===== config.mk =====
export PLATFORM = sky130hd
export DESIGN_NAME = pgtp_ctrl
export DESIGN_NICKNAME = d
export VERILOG_FILES = /design/src/rtl/core/pgtp_pkg.sv /design/src/rtl/core/pgtp_ctrl.sv
export SDC_FILE = /design/constraint.sdc
export NUM_CORES = 1
export LEC_CHECK = 0
export CAP_MARGIN = 20
export CORE_AREA = 2 2 39 41
export DETAILED_ROUTE_END_ITERATION = 10
export DIE_AREA = 0 0 41 43
export DONT_BUFFER_PORTS = 1
export PLACE_DENSITY = 0.63
export SYNTH_ARGS = -nofsm -noshare
export SYNTH_HDL_FRONTEND = slang
export SYNTH_SLANG_ARGS = --single-unit

===== constraint.sdc =====
create_clock -name clock -period 3.5 [get_ports clock]
set_input_delay 0.875 -clock clock [delete_from_list [all_inputs] [get_ports clock]]
set_output_delay 0.875 -clock clock [all_outputs]
set_load 0.01 [all_outputs]

===== src/rtl/core/pgtp_pkg.sv =====
// Shared types and codes of the priority guarded transition picker.
`default_nettype none
package pgtp_pkg;

   // request operation codes
   localparam logic [2:0] OP_WR_RANGE = 3'd0;
   localparam logic [2:0] OP_WR_LIST  = 3'd1;
   localparam logic [2:0] OP_WR_COND  = 3'd2;
   localparam logic [2:0] OP_WR_PARAM = 3'd3;
   localparam logic [2:0] OP_EVAL     = 3'd4;

   // guard compare codes
   localparam logic [2:0] CMP_ALWAYS = 3'd0;
   localparam logic [2:0] CMP_GT     = 3'd1;
   localparam logic [2:0] CMP_GE     = 3'd2;
   localparam logic [2:0] CMP_LT     = 3'd3;
   localparam logic [2:0] CMP_LE     = 3'd4;
   localparam logic [2:0] CMP_EQ     = 3'd5;
   localparam logic [2:0] CMP_NE     = 3'd6;

   // operand kinds
   localparam logic [1:0] KIND_SIGNED   = 2'd0;
   localparam logic [1:0] KIND_FLOAT    = 2'd1;
   localparam logic [1:0] KIND_UNSIGNED = 2'd2;
   localparam logic [1:0] KIND_BOOL     = 2'd3;

   // controller to datapath
   typedef struct packed {
      logic accept;      // request taken, writes land now
      logic clear;       // parameter clearing pass step
      logic load_range;  // load list position and count
      logic index;       // form condition index from list entry
      logic eval;        // evaluate guard, advance walk
      logic load_rsp;    // move result to output register
   } cmd_type;

   // datapath to controller
   typedef struct packed {
      logic req_is_eval;
      logic addr_ok;
      logic more;
      logic clear_done;
      logic rsp_busy;
   } status_type;

endpackage
`default_nettype wire


===== src/rtl/core/pgtp_ctrl.sv =====
// Sequencer for table writes and the transition walk.
`default_nettype none
module pgtp_ctrl
   import pgtp_pkg::*;
(
   input  wire logic       clock,
   input  wire logic       reset,
   input  wire logic       req_valid,
   output logic            req_stall,
   input  wire status_type st,
   output cmd_type         cmd
);

   typedef enum logic [9:0] {
      S_CLEAR = 10'b0000000001,
      S_IDLE  = 10'b0000000010,
      S_RANGE = 10'b0000000100,
      S_LOAD  = 10'b0000001000,
      S_LIST  = 10'b0000010000,
      S_INDEX = 10'b0000100000,
      S_COND  = 10'b0001000000,
      S_PARAM = 10'b0010000000,
      S_EVAL  = 10'b0100000000,
      S_RESP  = 10'b1000000000
   } state_type;

   state_type state_ff, state_in;

   assign req_stall = (state_ff != S_IDLE);

   // next state and commands
   always_comb begin
      state_in = state_ff;
      cmd      = '0;
      unique case (state_ff)
         S_CLEAR: begin
            if (st.clear_done) state_in = S_IDLE;
            else cmd.clear = 1'b1;
         end
         S_IDLE: begin
            if (req_valid) begin
               cmd.accept = 1'b1;
               state_in   = st.req_is_eval ? S_RANGE : S_RESP;
            end
         end
         S_RANGE: state_in = st.addr_ok ? S_LOAD : S_RESP;
         S_LOAD: begin
            cmd.load_range = 1'b1;
            state_in       = S_LIST;
         end
         S_LIST:  state_in = st.more ? S_INDEX : S_RESP;
         S_INDEX: begin
            cmd.index = 1'b1;
            state_in  = S_COND;
         end
         S_COND:  state_in = S_PARAM;
         S_PARAM: state_in = S_EVAL;
         S_EVAL: begin
            cmd.eval = 1'b1;
            state_in = S_LIST;
         end
         S_RESP: begin
            if (!st.rsp_busy) begin
               cmd.load_rsp = 1'b1;
               state_in     = S_IDLE;
            end
         end
         default: state_in = S_IDLE;
      endcase
   end

   always_ff @(posedge clock) begin
      if (reset) state_ff <= S_CLEAR;
      else state_ff <= state_in;
   end

endmodule
`default_nettype wire


==> results.tsv <==
stage	metric	value	unit
routing	DRC	0	
clock_network	clock latency on the worst-skew pair	0.28	ns
routing	drt total wl	1350	µm
die	chip height	43	µm
final_layout	Regs by FF count	state_ff (10)	
sta	Slew Limit Fails	0	
setup_path	CP Max Fanout	6	
final_layout	antenna cells	0	
clock_network	# hold bufs at CTS	0	
setup_path	RR Startpoint	state_ff[5]	
yosys	area leader, netlist	dfxtp_1	
place	routability cong.	0.761	
setup_path	crit path DAT	1.62	ns
sta	setup_tns	0	ns
sta	Tmin final	2.50	ns
setup_path	Reg2Reg Depth	5	
clock_network	CTS tree	yes	
clock_network	post-CTS setup buffer count	0	
final_layout	final-layout fill cell count	134	
routing	initial detailed-routing violation count	7	
final_layout	area grow syn2layout	-0.580	%
final_layout	register name with the most flops	state_ff	
global_route	initial antenna violation count	0	
power	Switch Pwr	70.8	µW
clock_network	TritonCTS buffer count	3	
setup_path	Critical Path RT	2.62	ns
power	pwr/cell area	409	mW/mm²
die	Core Region	0.00138	mm²
power	P_leak	0.234	nW
yosys	Synth warnings	0	
yosys	mean post-synth cell area	8.19	µm²
power	worst vdd ir	0.232	mV
setup_path	CP Launch Type	register	
setup_path	reg2reg end	state_ff[9]	
power	Clk network pwr share	42.1	%
yosys	main area contributors after synthesis	dfxtp_1, buf_6, nor3_1	
routing	remaining antenna violation count after routing	0	
routing	vias post-DR	546	
power	Switching Share	26.9	%
yosys	Netlist Area Pre-Place	647	µm²
power	sequential share of power	46.5	%
sta	skew final	0.00914	ns
sta	unrepaired setup endpoints after global routing	false	
routing	WL per Instance	14.4	µm
yosys	top-area cell type share of the netlist area	30.9	%
sta	Finish-stage setup viols	0	
place	Post-DP HPWL	1000	µm
final_layout	max reg flops	10	
power	Comb pwr share	11.4	%
die	Initial Utilization	46.7	%
setup_path	CP delay by family, top	simple AND/OR/NAND/NOR gates	
routing	drt first pass iters	4	
final_layout	fraction of layout cells with a size suffix above 1	15.4	%
global_route	first-pass GRT wire length	2160	µm
clock_network	CTS sink count	10	
run	max_cap viols	0	
yosys	Seq/Total Area, Yosys	30.9	%
clock_network	H-tree levels	1	
clock_network	PostCTS Resize Cnt	0	
place	IO Port Bufs	0	
yosys	post-synthesis register bit count	10	
die	IO Pins	15	
yosys	Mapped Nets	87	
global_route	total global routing track utilization	18.4	%
yosys	Netlist cell types	32	
min_path	HP Start	state_ff[7]	
setup_path	Crit Path Category	register to output port	
sta	Slew headroom	64.5	%
clock_network	Longest Clk Path Bufs	2	
global_route	gr ovfl total	0	
sta	f_max	401	MHz
routing	Via density	5.81	
die	row count	14	
setup_path	CP cell instances	nor3_2 -> nand2_1 -> nor4bb_1	
setup_path	reg2reg setup slack	1.94	ns
setup_path	Crit. End Element	output port	
power	Internal	192	µW
sta	Worst-Margin Slew	0.525	ns
status	status	completed	
die	die area	0.00176	mm²
setup_path	Crit-path slowest cell	nor4bb_1	
die	Die Width	41	µm
yosys	Cells after Synth	79	
clock_network	CTS Root Cell	clkbuf_4	
clock_network	Clock Pin Slew Worst Setup and Hold Paths	0.07	ns
min_path	Hold Path End	state_ff[8]	
global_route	largest net degree at the start of global routing	11	
global_route	vias in the first global route	486	
setup_path	CP Buf/Inv Count	0	
power	Power, Total	263	µW
sta	Period Utilization, post-route	71.3	%
final_layout	fin nets	87	
min_path	hold crit path type	register to register	
setup_path	critical path's largest stage delay	0.51	ns
sta	final hold violations	0	
min_path	hold path depth	2	
==> worst register-to-register path, cell delays in order, from the launching register on <==
cell and delay, ns:
dfxtp_1 0.35, nor3_2 0.34, nand2_1 0.19, nor4_1 0.32
o211ai_1 0.15, a21oi_1 0.16
==> synth_stat cells (all sizes together) <==
library cell,instances
nand2,7
xnor2,1
and2,1
nor4bb,1
buf,5
nand2b,1
o211ai,1
nor2,12
xor2,2
nor4b,1
nor3,8
a31oi,1
a21oi,3
nand4b,1
a41o,1
nor3b,1
dfxtp,10
o21ai,3
or3,1
nand3,2
nand4,2
and3b,1
nand3b,3
a21o,1
inv,3
a31o,1
nor4,4
or2,1
==> layout by cell type, fill, tap and decap left out, drive strengths merged, types with 2 or more instances in the layout <==
master	netlist	routed
nor2	12	12
dfxtp	10	10
nor3	8	8
nand2	7	7
nor4	4	4
clkbuf	0	4
inv	3	3
nand3b	3	3
a21oi	3	3
o21ai	3	3
nand4	2	2
nand3	2	2
xor2	2	2
==> stage by stage <==
| step | worst slack (ns) | std cells | hold WS [ns] | utilization, % | area (µm²) |
|---|---|---|---|---|---|
| 3_3_place_gp | 1.22 | 90 | 0.530 | 43.9 | 607 |
| 3_5_place_dp | 1.22 | 90 | 0.538 | 43.9 | 607 |
| 6_report | 1.00 | 94 | 0.544 | 46.5 | 643 |
| 4_1_cts | 0.978 | 94 | 0.548 | 46.5 | 643 |
| 5_1_grt | 0.855 | 94 | 0.585 | 46.5 | 643 |
| 2_1_floorplan | 1.29 | 79 | 0.510 | - | 647 |
==> metal layers <==
layer,track usage [%],vias up,routed length (µm)
li1,-,278,-
met3,6.81,4,77
met1,22.4,252,609
met2,26.9,12,624
met5,0,-,0
met4,10.0,0,38
==> layout make-up <==
cell class                      count  area (µm²)  share of cell area, %
Clock buffer                        4        36.3                   5.64
Multi-Input combinational cell     61         375                   58.4
Sequential cell                    10         200                   31.1
Inverter                            3        11.3                   1.75
Tap cell                           16        20.0                   3.11
==> power groups by stage <==
| stage | Combinational, mW | Clock (mW) | Sequential [mW] |
|---|---|---|---|
| after detailed placement | 0.0298 | 0 | 0.125 |
| final | 0.0300 | 0.111 | 0.122 |
| after floorplan | 0.0317 | 0 | 0.121 |
| after global routing | 0.0333 | 0.115 | 0.123 |
| after global placement | 0.0300 | 0 | 0.125 |
| after CTS | 0.0300 | 0.114 | 0.122 |
==> cells by family after synthesis <==
family	after synthesis	share of synthesized area, %
AO/OA/AOI/OAI	11	10.8
buffers and inverters	8	11.0
XOR/XNOR	3	4.06
flip-flops	10	30.9
AND/OR/NAND/NOR	47	43.1
==> worst max-delay path by stage <==
stage	startpoint	end	slack, ns	cells after the start
global route	state_ff[5]	cmd[1]	0.86	3
detailed placement	st[1]	cmd[4]	1.22	3
global placement	st[1]	cmd[4]	1.22	3
finish	state_ff[5]	cmd[1]	1.00	3
floorplan	st[1]	cmd[4]	1.29	3
CTS	state_ff[5]	cmd[1]	0.98	3
Note: power is estimated with default switching activity, not from simulation.
